<file path="config.mk">
export PLATFORM = sky130hd
export DESIGN_NAME = at_response_matcher_core
export DESIGN_NICKNAME = d
export VERILOG_FILES = /design/src/rtl/core/arm_pkg.sv /design/src/rtl/core/arm_step.sv /design/src/rtl/core/at_response_matcher_core.sv
export SDC_FILE = /design/constraint.sdc
export NUM_CORES = 1
export LEC_CHECK = 0
export BUFFER_PORTS_ARGS = -buffer_cell sky130_fd_sc_hd__buf_2
export CAP_MARGIN = 5
export CORE_ASPECT_RATIO = 1.4
export CORE_UTILIZATION = 50
export DETAILED_ROUTE_END_ITERATION = 16
export HOLD_SLACK_MARGIN = 0.08
export PLACE_DENSITY = 0.69
export SYNTH_ARGS = -nofsm -noshare
export SYNTH_HDL_FRONTEND = slang
export SYNTH_HIERARCHICAL = 1
export SYNTH_SLANG_ARGS = --single-unit
</file>
<file path="constraint.sdc">
create_clock -name i_clk -period 7.1 [get_ports i_clk]
set_clock_uncertainty 0.2 [all_clocks]
set_input_delay 0.355 -clock i_clk [delete_from_list [all_inputs] [get_ports i_clk]]
set_output_delay 0.355 -clock i_clk [all_outputs]
set_load 0.01 [all_outputs]
</file>
<file path="src/rtl/core/arm_pkg.sv">
// Package for the modem response matcher: codes, configuration and state types.
`timescale 1ns / 1ps
package arm_pkg;

    localparam int PROMPT_CHARS     = 8;
    localparam int TERMINATOR_CHARS = 16;
    localparam int RESPONSE_MAX     = 32;

    localparam logic [7:0] CHAR_CR = 8'h0D;

    // configuration register indexes
    localparam logic [2:0] REG_PROMPT_TEXT   = 3'd0;
    localparam logic [2:0] REG_PROMPT_LENGTH = 3'd1;
    localparam logic [2:0] REG_TERM_LOW      = 3'd2;
    localparam logic [2:0] REG_TERM_HIGH     = 3'd3;
    localparam logic [2:0] REG_TERM_LENGTH   = 3'd4;
    localparam logic [2:0] REG_CAPACITY      = 3'd5;
    localparam logic [2:0] REG_TIMEOUT       = 3'd6;

    typedef enum logic [1:0] {
        OP_BYTE  = 2'd0,
        OP_TICK  = 2'd1,
        OP_START = 2'd2
    } t_op;

    typedef enum logic [1:0] {
        ST_WAIT    = 2'd0,
        ST_TERM    = 2'd1,
        ST_TIMEOUT = 2'd2,
        ST_IDLE    = 2'd3
    } t_status;

    typedef enum logic [1:0] {
        PH_PROMPT  = 2'd0,
        PH_GATHER  = 2'd1,
        PH_TERM    = 2'd2,
        PH_NOPROMPT = 2'd3
    } t_phase;

    typedef struct packed {
        logic [63:0] prompt_text;
        logic [3:0]  prompt_length;
        logic [63:0] term_low;
        logic [63:0] term_high;
        logic [4:0]  term_length;
        logic [5:0]  capacity;
        logic [7:0]  timeout;
    } t_cfg;

    typedef struct packed {
        logic       waiting;
        t_phase     phase;
        logic [3:0] prompt_pos;
        logic [4:0] term_pos;
        logic [5:0] room_left;
        logic [4:0] stored_count;
        logic [7:0] elapsed;
    } t_state;

    typedef struct packed {
        t_status    status;
        logic       captured_valid;
        logic [7:0] captured_char;
        logic [4:0] captured_count;
        logic       prompt_found;
    } t_result;

endpackage

</file>
<file path="src/rtl/core/arm_step.sv">
// Next-state and result logic for one item of the response matcher.
`timescale 1ns / 1ps
module arm_step (
    input  arm_pkg::t_cfg    i_cfg,
    input  arm_pkg::t_state  i_state,
    input  arm_pkg::t_op     i_op,
    input  logic [7:0]       i_byte,
    output arm_pkg::t_state  o_state,
    output arm_pkg::t_result o_result
);
    import arm_pkg::*;

    logic [3:0]   plen;
    logic [4:0]   tlen;
    logic [5:0]   cap;
    logic [127:0] term_text;
    logic [7:0]   p_char;
    logic [7:0]   t_char;
    logic [3:0]   p_pos_inc;
    logic [4:0]   t_pos_inc;
    logic [7:0]   elapsed_inc;

    always_comb begin
        plen = (i_cfg.prompt_length > 4'(PROMPT_CHARS)) ? 4'(PROMPT_CHARS) : i_cfg.prompt_length;
        if (i_cfg.term_length == 5'd0) begin
            tlen = 5'd1;
        end else if (i_cfg.term_length > 5'(TERMINATOR_CHARS)) begin
            tlen = 5'(TERMINATOR_CHARS);
        end else begin
            tlen = i_cfg.term_length;
        end
        cap = (i_cfg.capacity > 6'(RESPONSE_MAX)) ? 6'(RESPONSE_MAX) : i_cfg.capacity;
    end

    assign term_text   = {i_cfg.term_high, i_cfg.term_low};
    assign p_char      = i_cfg.prompt_text[{i_state.prompt_pos[2:0], 3'b000} +: 8];
    assign t_char      = term_text[{i_state.term_pos[3:0], 3'b000} +: 8];
    assign p_pos_inc   = i_state.prompt_pos + 4'd1;
    assign t_pos_inc   = i_state.term_pos + 5'd1;
    assign elapsed_inc = i_state.elapsed + 8'd1;

    always_comb begin
        o_state = i_state;
        o_result.status         = i_state.waiting ? ST_WAIT : ST_IDLE;
        o_result.captured_valid = 1'b0;
        o_result.captured_char  = 8'd0;

        case (i_op)
            OP_START: begin
                o_state.waiting      = 1'b1;
                o_state.phase        = (plen != 4'd0) ? PH_PROMPT : PH_NOPROMPT;
                o_state.prompt_pos   = 4'd0;
                o_state.term_pos     = 5'd0;
                o_state.room_left    = cap;
                o_state.stored_count = 5'd0;
                o_state.elapsed      = 8'd0;
                o_result.status      = ST_WAIT;
            end
            OP_TICK: begin
                if (i_state.waiting) begin
                    o_state.elapsed = elapsed_inc;
                    if (elapsed_inc >= i_cfg.timeout) begin
                        o_state.waiting = 1'b0;
                        o_result.status = ST_TIMEOUT;
                    end
                end
            end
            OP_BYTE: begin
                if (i_state.waiting) begin
                    if (plen != 4'd0) begin
                        if (i_state.phase == PH_PROMPT) begin
                            if (i_byte == p_char) begin
                                o_state.prompt_pos = p_pos_inc;
                                if (p_pos_inc >= plen) begin
                                    o_state.phase = PH_GATHER;
                                end
                            end else begin
                                o_state.prompt_pos =
                                    (i_byte == i_cfg.prompt_text[7:0]) ? 4'd1 : 4'd0;
                            end
                        end else if (i_state.phase == PH_GATHER
                                     && i_state.room_left != 6'd0) begin
                            // the closing byte (CR or full buffer) is not stored
                            if (i_byte == CHAR_CR || i_state.room_left < 6'd2) begin
                                o_state.phase = PH_TERM;
                            end else begin
                                o_result.captured_valid = 1'b1;
                                o_result.captured_char  = i_byte;
                                o_state.room_left       = i_state.room_left - 6'd1;
                                o_state.stored_count    = i_state.stored_count + 5'd1;
                            end
                        end
                    end
                    if (i_byte == t_char) begin
                        o_state.term_pos = t_pos_inc;
                        if (t_pos_inc >= tlen) begin
                            o_state.waiting = 1'b0;
                            o_result.status = ST_TERM;
                        end
                    end else begin
                        o_state.term_pos = (i_byte == i_cfg.term_low[7:0]) ? 5'd1 : 5'd0;
                    end
                end
            end
            default: begin
            end
        endcase

        o_result.captured_count = o_state.stored_count;
        o_result.prompt_found   = (o_state.phase == PH_GATHER) || (o_state.phase == PH_TERM);
    end

endmodule

</file>
<file path="src/rtl/core/at_response_matcher_core.sv">
// Top level of the modem response matcher: configuration, state and result register.
//
//  channel | signals                                   | direction
//  --------+-------------------------------------------+----------
//  input   | i_in_valid / o_in_ready, i_operation,     | in
//          | i_rx_byte                                 |
//  result  | o_out_valid / i_out_ready, o_status,      | out
//          | o_captured_valid/char/count,o_prompt_found|
//  config  | i_cfg_we, i_cfg_index, i_cfg_data         | in
//
// One item per cycle while the input is ready; its result is in the result register
// in the cycle after it is accepted, set by a single pass through the step logic.
// Synchronous active-low reset restores register defaults and an idle matcher.
// The input is taken whenever the result register is empty or being drained in
// the same cycle, so a stalled result holds off only the next item.
`timescale 1ns / 1ps
module at_response_matcher_core (
    input  logic        i_clk,
    input  logic        i_rst_n,
    input  logic        i_in_valid,
    output logic        o_in_ready,
    input  logic [1:0]  i_operation,
    input  logic [7:0]  i_rx_byte,
    output logic        o_out_valid,
    input  logic        i_out_ready,
    output logic [1:0]  o_status,
    output logic        o_captured_valid,
    output logic [7:0]  o_captured_char,
    output logic [4:0]  o_captured_count,
    output logic        o_prompt_found,
    input  logic        i_cfg_we,
    input  logic [2:0]  i_cfg_index,
    input  logic [63:0] i_cfg_data
);
    import arm_pkg::*;

    t_cfg    r_cfg;
    t_state  r_state;
    t_state  n_state;
    t_result n_result;
    t_result r_result;
    logic    r_out_valid;
    logic    in_fire;

    assign o_in_ready = !r_out_valid || i_out_ready;
    assign in_fire    = i_in_valid && o_in_ready;

    arm_step u_step (
        .i_cfg    (r_cfg),
        .i_state  (r_state),
        .i_op     (t_op'(i_operation)),
        .i_byte   (i_rx_byte),
        .o_state  (n_state),
        .o_result (n_result)
    );

    always_ff @(posedge i_clk) begin
        if (!i_rst_n) begin
            r_cfg.prompt_text   <= 64'd0;
            r_cfg.prompt_length <= 4'd0;
            r_cfg.term_low      <= 64'h0000_0000_0A0D_4B4F;
            r_cfg.term_high     <= 64'd0;
            r_cfg.term_length   <= 5'd4;
            r_cfg.capacity      <= 6'd0;
            r_cfg.timeout       <= 8'd30;
        end else if (i_cfg_we) begin
            case (i_cfg_index)
                REG_PROMPT_TEXT:   r_cfg.prompt_text   <= i_cfg_data;
                REG_PROMPT_LENGTH: r_cfg.prompt_length <= i_cfg_data[3:0];
                REG_TERM_LOW:      r_cfg.term_low      <= i_cfg_data;
                REG_TERM_HIGH:     r_cfg.term_high     <= i_cfg_data;
                REG_TERM_LENGTH:   r_cfg.term_length   <= i_cfg_data[4:0];
                REG_CAPACITY:      r_cfg.capacity      <= i_cfg_data[5:0];
                REG_TIMEOUT:       r_cfg.timeout       <= i_cfg_data[7:0];
                default: begin
                end
            endcase
        end
    end

    always_ff @(posedge i_clk) begin
        if (!i_rst_n) begin
            r_state     <= '0;
            r_out_valid <= 1'b0;
        end else begin
            if (in_fire) begin
                r_state     <= n_state;
                r_out_valid <= 1'b1;
            end else if (i_out_ready) begin
                r_out_valid <= 1'b0;
            end
        end
    end

    always_ff @(posedge i_clk) begin
        if (in_fire) begin
            r_result <= n_result;
        end
    end

    assign o_out_valid      = r_out_valid;
    assign o_status         = r_result.status;
    assign o_captured_valid = r_result.captured_valid;
    assign o_captured_char  = r_result.captured_char;
    assign o_captured_count = r_result.captured_count;
    assign o_prompt_found   = r_result.prompt_found;

    // a start always reports waiting in the next result
    a_start_waits: assert property (@(posedge i_clk) disable iff (!i_rst_n)
        (in_fire && i_operation == OP_START) |=> (o_out_valid && o_status == ST_WAIT))
        else $error("start item did not report waiting");

    // a wait ends only with a terminator or a timeout result
    a_wait_end: assert property (@(posedge i_clk) disable iff (!i_rst_n)
        ($past(i_rst_n) && $fell(r_state.waiting)) |->
            (o_status == ST_TERM || o_status == ST_TIMEOUT))
        else $error("wait ended without terminator or timeout");

    // captures happen only during an active wait
    a_capture_active: assert property (@(posedge i_clk) disable iff (!i_rst_n)
        (o_out_valid && o_captured_valid) |-> (o_status != ST_IDLE))
        else $error("capture reported while idle");

    // stored characters imply the prompt was found
    a_count_prompt: assert property (@(posedge i_clk) disable iff (!i_rst_n)
        (o_out_valid && o_captured_count != 5'd0) |-> o_prompt_found)
        else $error("characters stored without prompt");

endmodule
</file>
# After elaboration in Yosys (flattened, before gate mapping)
# Index checks and enable logic that the tools add are counted.
[totals]
ff_bits = 264
inputBits = 82
output_inout_bits = 19
elab_cells = 133
[op_classes]
n_addsub = 5
order_cmp = 7
eq_ne = 23
shift = 2
mux = 42
bitwise_logic = 4
n_reduce_logical = 30
[ops]
columns = ["op", "count"]
rows = [
  ["indexed part select 128 x 8 -> 8 bit", 1],
  ["indexed part select 64 x 7 -> 8 bit", 1],
  ["2-to-1 mux 11 bit", 5],
  ["case mux 22 bit (2 select lines)", 1],
  ["2-to-1 mux 9 bit", 4],
  ["equality test 8 bit", 4],
  ["2-to-1 mux 23 bit", 1],
  ["2-to-1 mux 2 bit", 11],
  ["case mux 8 bit (2 select lines)", 1],
  ["AND reduction 2 bit", 8],
  ["2-to-1 mux 5 bit", 3],
  ["2-to-1 mux 4 bit", 3],
  ["2-to-1 mux 6 bit", 2],
  ["adder 5 x 1 -> 5 bit, second input constant", 2],
  ["equality test 3 bit, second input constant", 3],
  ["adder 8 x 1 -> 8 bit, second input constant", 1],
  ["equality test 8 x 4 -> 1 bit, second input constant", 1],
  [">= comparator 8 bit", 1],
  ["2-to-1 mux 1 bit", 8],
  ["2-to-1 mux 8 bit", 1],
  ["inequality test 2 bit, second input constant", 4],
  ["AND reduction 7 bit", 1],
  ["equality test 2 x 1 -> 1 bit, second input constant", 3],
  ["equality test 3 x 2 -> 1 bit, second input constant", 2],
  ["other kinds (28)", 41],
]

# Longest topological paths before layout
# Gate-level depths: netlist (run 1).
[logic_depth]
word_depth = 11
mapped_depth = 14
depth_no_buf = 14

# Modules after synthesis
# The synthesis (run 1) kept the hierarchy.
[modules_own_cells]
columns = ["module", "n_inst", "cells_per_inst", "area_per_inst_um2", "seq_area_each_um2"]
rows = [
  ["at_response_matcher_core", 1, 969, 8934.8, 5455.2],
  ["arm_step", 1, 500, 3997.6, 0.0],
]

# Least setup slack after synthesis (run 1)
# No wires, ideal clock.
[synth_timing]
kind = "reg2reg"
from = "reg r_state[19] (netlist bit)"
to = "reg r_state[30] (netlist bit)"
setup_time_ps = 126
arrival_ps = 2918
required_time_ps = 6774
setup_slack_ps = 3856
stages_incl_launch_ff = 12
path_buffers = 2
synth_period_minus_slack_ps = 3244
cell_sequence = "dfxtp_1 -> buf_6 -> buf_12 -> mux4_2 -> a211oi_2 -> nand4_1 -> a2111oi_2 -> o2111ai_1 -> or3_1 -> a221o_1 -> nand2_1 -> mux2i_1"
[synth_rtl]
columns = ["element", "line", "rtl"]
rows = [
  ["from (decl)", "at_response_matcher_core.sv:38", "t_state r_state;"],
  ["from (signal assigned)", "at_response_matcher_core.sv:87", "r_state <= n_state;"],
]

==> run metrics, run 1 <==
Post-Synthesis Cells 1469; CTS Sinks 264; synth warn 6; max-slew violations 0; Max IR drop VDD 0.217 mV; DR vias 11200; Clock Tree Root clkbuf_16; first-pass GRT wire length 59000 um; main area contributors after synthesis dfxtp_1 (38%), nand3_1 (8.9%), o21ai_0 (7.5%); pin count of the biggest net entering global routing 236; Max Cap Violations 0; Startpoint Class flop; Final setup viols 0; RSZ-0062 raised after global routing false; Pwr Density 213 nW/um^2; wire per inst 20.4 um; antenna-violating nets left 0; DP Wirelength 26200 um; WS Path Type flop to flop; io pins 101; IO Port Bufs 100; Post-Synth XOR/XNOR Area 2.71%; Global Route Usage Sum 29.5%; most frequent cells in the layout dfxtp_1 (245), nand3_1 (231), nand2_1 (207), o21ai_0 (195), buf_2 (99); Synth cell types 68; storage element area 5460 sq um; Final min period 4.27 ns; met1 usage 34.5%; synthesis-to-layout area growth 15.2%; clock buffer count from CTS 27; predominant post-synthesis flop cell dfxtp_1; Slew @ Worst Pin 1.25 ns; main combinational cell family by area after synthesis simple AND/OR/NAND/NOR gates; mux cell area share after synthesis 12.9%; H-tree depth 1; GPL Wtd Cong 0.895; number of cells in the finished layout apart from fillers 1886; CP Max Fanout 39; CP endpoint kind flop; asr flop ratio synth 0%; Initial Util 51.0%; Post-Synth Simple-Gate Area 20.4%; outcome completed; fmax 234 MHz; Die Footprint 26500 sq um; #FFs+latches synth 264; initial antenna violation count 1; Fin Hold WS 0.101 ns; GR peak layer met2; Multi-input gate area 6740 sq um; CORE AREA 25400 sq um; Clock Latency Late Sink 0.54 ns; average size of a mapped cell 8.80 sq um; routing usage on met2 49.6%; sequential share of the synthesized area 42.2%; Post-synth EDFFs 17; met3 usage 3.81%; total grt overflow 0; post-cts resize count 0; Max Root-Sink Buffers 3; crit path DAT 4.47 ns; vias in the first global route 10700; area share of the largest cell type after synthesis 38.2%; Worst slew margin 16.3%; initial DRC count 910; Die Ht 192 um; Vias per Instance 5.96; width of the die 138 um; area of the mapped netlist 12900 sq um; Final Routed Wirelength 38500 um; Leak 5.64 nW; Synth Area in Compound Gates 13.4%; period utilization 60.1%; most frequent cell on the critical path nand2_1; most common cell after layout, fill and taps aside dfxtp_1; cell taking the most area after synthesis dfxtp_1; fraction of layout instances using a drive strength above 1 12.3%; placed cells 1768; Hold Path Class input pin to flop; final routed DRC violation total 0; drt pass-1 iters 5; nets@finish 1655; CTS tree done; syn_nets 1577; Worst EP required 7.30 ns; row count 69; CP max stage delay 0.98 ns; # fillers 2291; Adder-Cell Fraction of Synth Area 2.52%; slowest stage cell, crit path dfxtp_2; clk slew on worst S/H paths 0.07 ns; setup TNS 0 ns; Worst R2R Setup Slack 2.83 ns; Final Hold Viols 0; CP Cell Sequence mux4_1, nand2_1, o21ai_0, a2111o_1, a221oi_1, o2111ai_1, or3_1, a221o_1, nand2_1, mux2i_1
sequential cells by signal, indices dropped and copies added, names as in the netlist:
| register | count |
|---|---|
| r_cfg | 215 |
| r_state | 31 |
| o_captured_char | 8 |
| o_captured_count | 5 |
| o_status | 2 |
| o_captured_valid | 1 |
| o_out_valid | 1 |
| o_prompt_found | 1 |
path summary, 6_finish.rpt:
kind / from / endpoint / cells after the start
max reg2reg: r_state[19] / r_state[30] / 10
max: r_state[19] / r_state[30] / 10
min reg2reg: r_cfg[190] / r_cfg[190] / 2
min: i_cfg_data[5] / r_cfg[156] / 3
critical path: cells and delay by family, from the launching register on:
family / cells / cell delay, ns
flip-flops: 1 / 0.98
AND/OR/NAND/NOR: 3 / 0.64
multiplexers: 2 / 0.78
AO/OA/AOI/OAI: 5 / 1.54
synthesized netlist by cell type (5+ instances only):
library cell / instances
nor4_1: 8
inv_1: 41
buf_4: 7
mux2i_1: 65
and2_1: 8
xor2_1: 11
o21ai_1: 20
mux4_2: 29
nor2_1: 26
dfxtp_1: 247
nand2b_1: 9
o21ai_0: 195
buf_2: 23
nand3_1: 231
nor2b_1: 6
edfxtp_1: 17
xnor2_1: 29
nor3_1: 15
o22ai_1: 7
a21o_1: 6
buf_6: 5
nand2_1: 207
ha_1: 26
clkbuf_1: 86
mux4_1: 13
buf_1: 10
nand4_1: 11
a21oi_1: 23
a222oi_1: 5
nand3b_1: 5
stage by stage:
stage	setup slack [ns]	power [mW]	instance area (sq um)	util (%)
6_report	2.83	3.18	14900	58.7
5_1_grt	2.61	3.28	14900	58.7
4_1_cts	2.86	3.19	14900	58.7
3_5_place_dp	2.89	1.83	13400	52.7
3_3_place_gp	2.93	1.82	13400	52.7
2_1_floorplan	3.86	1.73	12900	-
routing by layer:
layer,part of all wire [%],vias to the layer above
li1,-,5413
met1,39,5330
met2,48,373
met3,5.1,116
met4,7.3,0
met5,0,-
logic make-up after synthesis:
kind of cell | after synthesis
flops | 264
mux | 109
xor+xnor | 40
buf+inv | 174
compound gates | 302
fa+ha+maj | 26
simple gates | 554
layout make-up:
cell class	count	share of cell area [%]
diodes	1	0.0168
clock buffers	40	5.21
clock inverters	8	0.353
inverters	42	1.06
multi-input cells	1031	45.3
flip-flops and latches	264	36.6
well taps	319	2.68
repair buffers	181	8.75
what timing repair did:
| item | 4_1_cts | 5_1_grt |
|---|---|---|
| hold buffers | 69 | 0 |
| hold endpoints to repair | 192 | 0 |
| setup buffers | 0 | 0 |
report_power, final:
part	internal (mW)	switching, mW
combinational	0.105	0.169
clock	0.756	0.593
sequential	1.53	0.0233
total	2.39	0.785
Power figures use the tool's default switching activity.
==> run 2, diff against run 1 <==
clock period = 4.4 ns   (was 7.1 ns; I/O delays follow)
==> run metrics, run 2 (synthesis results as in run 1) <==
fraction of layout instances using a drive strength above 1 13.4% (+1.0 points); Pwr Density 358 nW/um^2 (+68%); most common cell after layout, fill and taps aside dfxtp_1; Worst R2R Setup Slack 0.62 ns (-2.21 ns); IO Port Bufs 100 (unchanged); drt pass-1 iters 5 (unchanged); R2R Path Start r_state[19]; Startpoint Class flop; number of cells in the finished layout apart from fillers 1915 (+1.5%); Largest register FFs 215 (unchanged); placed inst area 13500 sq um (+0.88%); R2R depth 10 (unchanged); Final Routed Wirelength 39300 um (+2.2%); Leak 5.85 nW (+3.8%); CP max stage delay 0.56 ns (-0.42 ns); Worst EP required 4.60 ns (-2.70 ns); Hold Path Class input pin to flop; Die Footprint 26500 sq um (unchanged); CP endpoint kind flop; synthesis-to-layout area growth 18.4%; Vias per Instance 6.01 (+0.96%); Fin Hold WS 0.136 ns (+0.0345 ns); post-cts resize count 0 (unchanged); CORE AREA 25400 sq um (unchanged); CP Cell Sequence buf_4, mux4_2, or3_1, a222oi_1, nand3b_1, o2111ai_1, or3_1, a221o_1, nand2_1, mux2i_1; CTS Sinks 264 (unchanged); Max Cap Violations 0 (unchanged); H-tree depth 1 (unchanged); initial DRC count 877 (-3.6%); crit path DAT 3.98 ns (-0.49 ns); outcome completed; Final Cell Area 15300 sq um (+2.8%); nets@finish 1684 (+1.8%); Min-Delay Path Depth 4 (+1); max-slew violations 0 (unchanged); total grt overflow 0 (unchanged); Initial Util 51.0% (unchanged); CTS tree done; fmax 265 MHz (+13%); period utilization 85.9% (+26 points); slowest stage cell, crit path mux4_2; wire per inst 20.5 um (+0.61%); Slew @ Worst Pin 1.05 ns (-0.209 ns); RSZ-0062 raised after global routing false; Top reg by flops r_cfg; Final setup viols 0 (unchanged); WS Path Type flop to flop; first-pass GRT wire length 59900 um (+1.5%); width of the die 138 um (unchanged); DP Wirelength 27000 um (+3.0%); Max Root-Sink Buffers 3 (unchanged); HP Start i_operation[1]; most frequent cell on the critical path or3_1; io pins 101 (unchanged); FF-to-FF End r_state[30]; Die Ht 192 um (unchanged); placed cells 1782 (+0.79%); antenna-violating nets left 0 (unchanged); row count 69 (unchanged); Max IR drop VDD 0.363 mV (+68%); Global Route Usage Sum 29.8% (+0.31 points); Clock Tree Root clkbuf_16; pin count of the biggest net entering global routing 163 (-31%); Final min period 3.78 ns (-0.488 ns); Final Hold Viols 0 (unchanged); clock buffer count from CTS 27 (unchanged); CP Max Fanout 22 (-44%); vias in the first global route 11000 (+2.5%); Worst slew margin 30.3% (+14 points); GPL Wtd Cong 0.929 (+3.8%); final routed DRC violation total 0 (unchanged); initial antenna violation count 1 (unchanged); Clock Latency Late Sink 0.53 ns (about the same); DR vias 11500 (+2.5%); clk slew on worst S/H paths 0.06 ns (about the same); hold endpoint o_status[0]; critical path launch point r_state[19]; most frequent cells in the layout dfxtp_1 (245), nand3_1 (231), nand2_1 (207), o21ai_0 (195), buf_2 (99); setup TNS 0 ns (unchanged)
==> run 2: area by class of cell <==
| class | count | area (sq um) |
|---|---|---|
| Antenna cell | 1 | 2.50 |
| Clock buffer | 35 | 756 |
| Clock inverter | 13 | 220 |
| Fill cell | 2223 | 10100 |
| Inverter | 42 | 158 |
| Multi-Input combinational cell | 1031 | 6740 |
| Sequential cell | 264 | 5460 |
| Tap cell | 319 | 399 |
| Timing Repair Buffer | 210 | 1570 |
==> run 2: how the worst max path moves through the flow <==
| stage | end | slack (ns) |
|---|---|---|
| after floorplan | r_state[30] | 1.16 |
| after global placement | r_state[30] | 0.70 |
| after detailed placement | r_state[30] | 0.69 |
| after CTS | r_state[30] | 0.66 |
| after global routing | r_state[30] | 0.48 |
| final | r_state[30] | 0.62 |
==> run 2: where the power goes <==
| part | total [mW] | internal, mW | switching [mW] |
|---|---|---|---|
| registers | 2.51 | 2.47 | 0.0384 |
| logic | 0.455 | 0.178 | 0.277 |
| clock network | 2.51 | 1.51 | 0.996 |
==> run 2: per-layer routing <==
metal	track usage (%)	routed length [um]	vias up
li1	-	-	5483
met1	35.3	15700	5492
met2	51.8	19200	432
met3	3.10	2020	107
met4	17.1	2410	0
met5	0	0	-
==> run 2: repair_timing <==
action	4_1_cts	5_1_grt
hold buffers	84	0
endpoints found under the hold margin	221	0
setup buffers	0	0
==> run 2: through the flow <==
stage	utilization, %	power (mW)	setup WS (ns)
after floorplan	-	2.80	1.16
after global placement	53.1	2.94	0.703
after detailed placement	53.1	2.95	0.687
after CTS	60.3	5.49	0.664
after global routing	60.3	5.64	0.484
final	60.3	5.47	0.620
==> run 2: critical path: cells and delay by family, from the launching register on <==
| family | cells | cell delay (ns) |
|---|---|---|
| multiplexers | 2 | 0.62 |
| AND/OR/NAND/NOR | 4 | 1.01 |
| AO/OA/AOI/OAI | 3 | 0.91 |
| flip-flops | 1 | 0.50 |
| buffers and inverters | 1 | 0.38 |
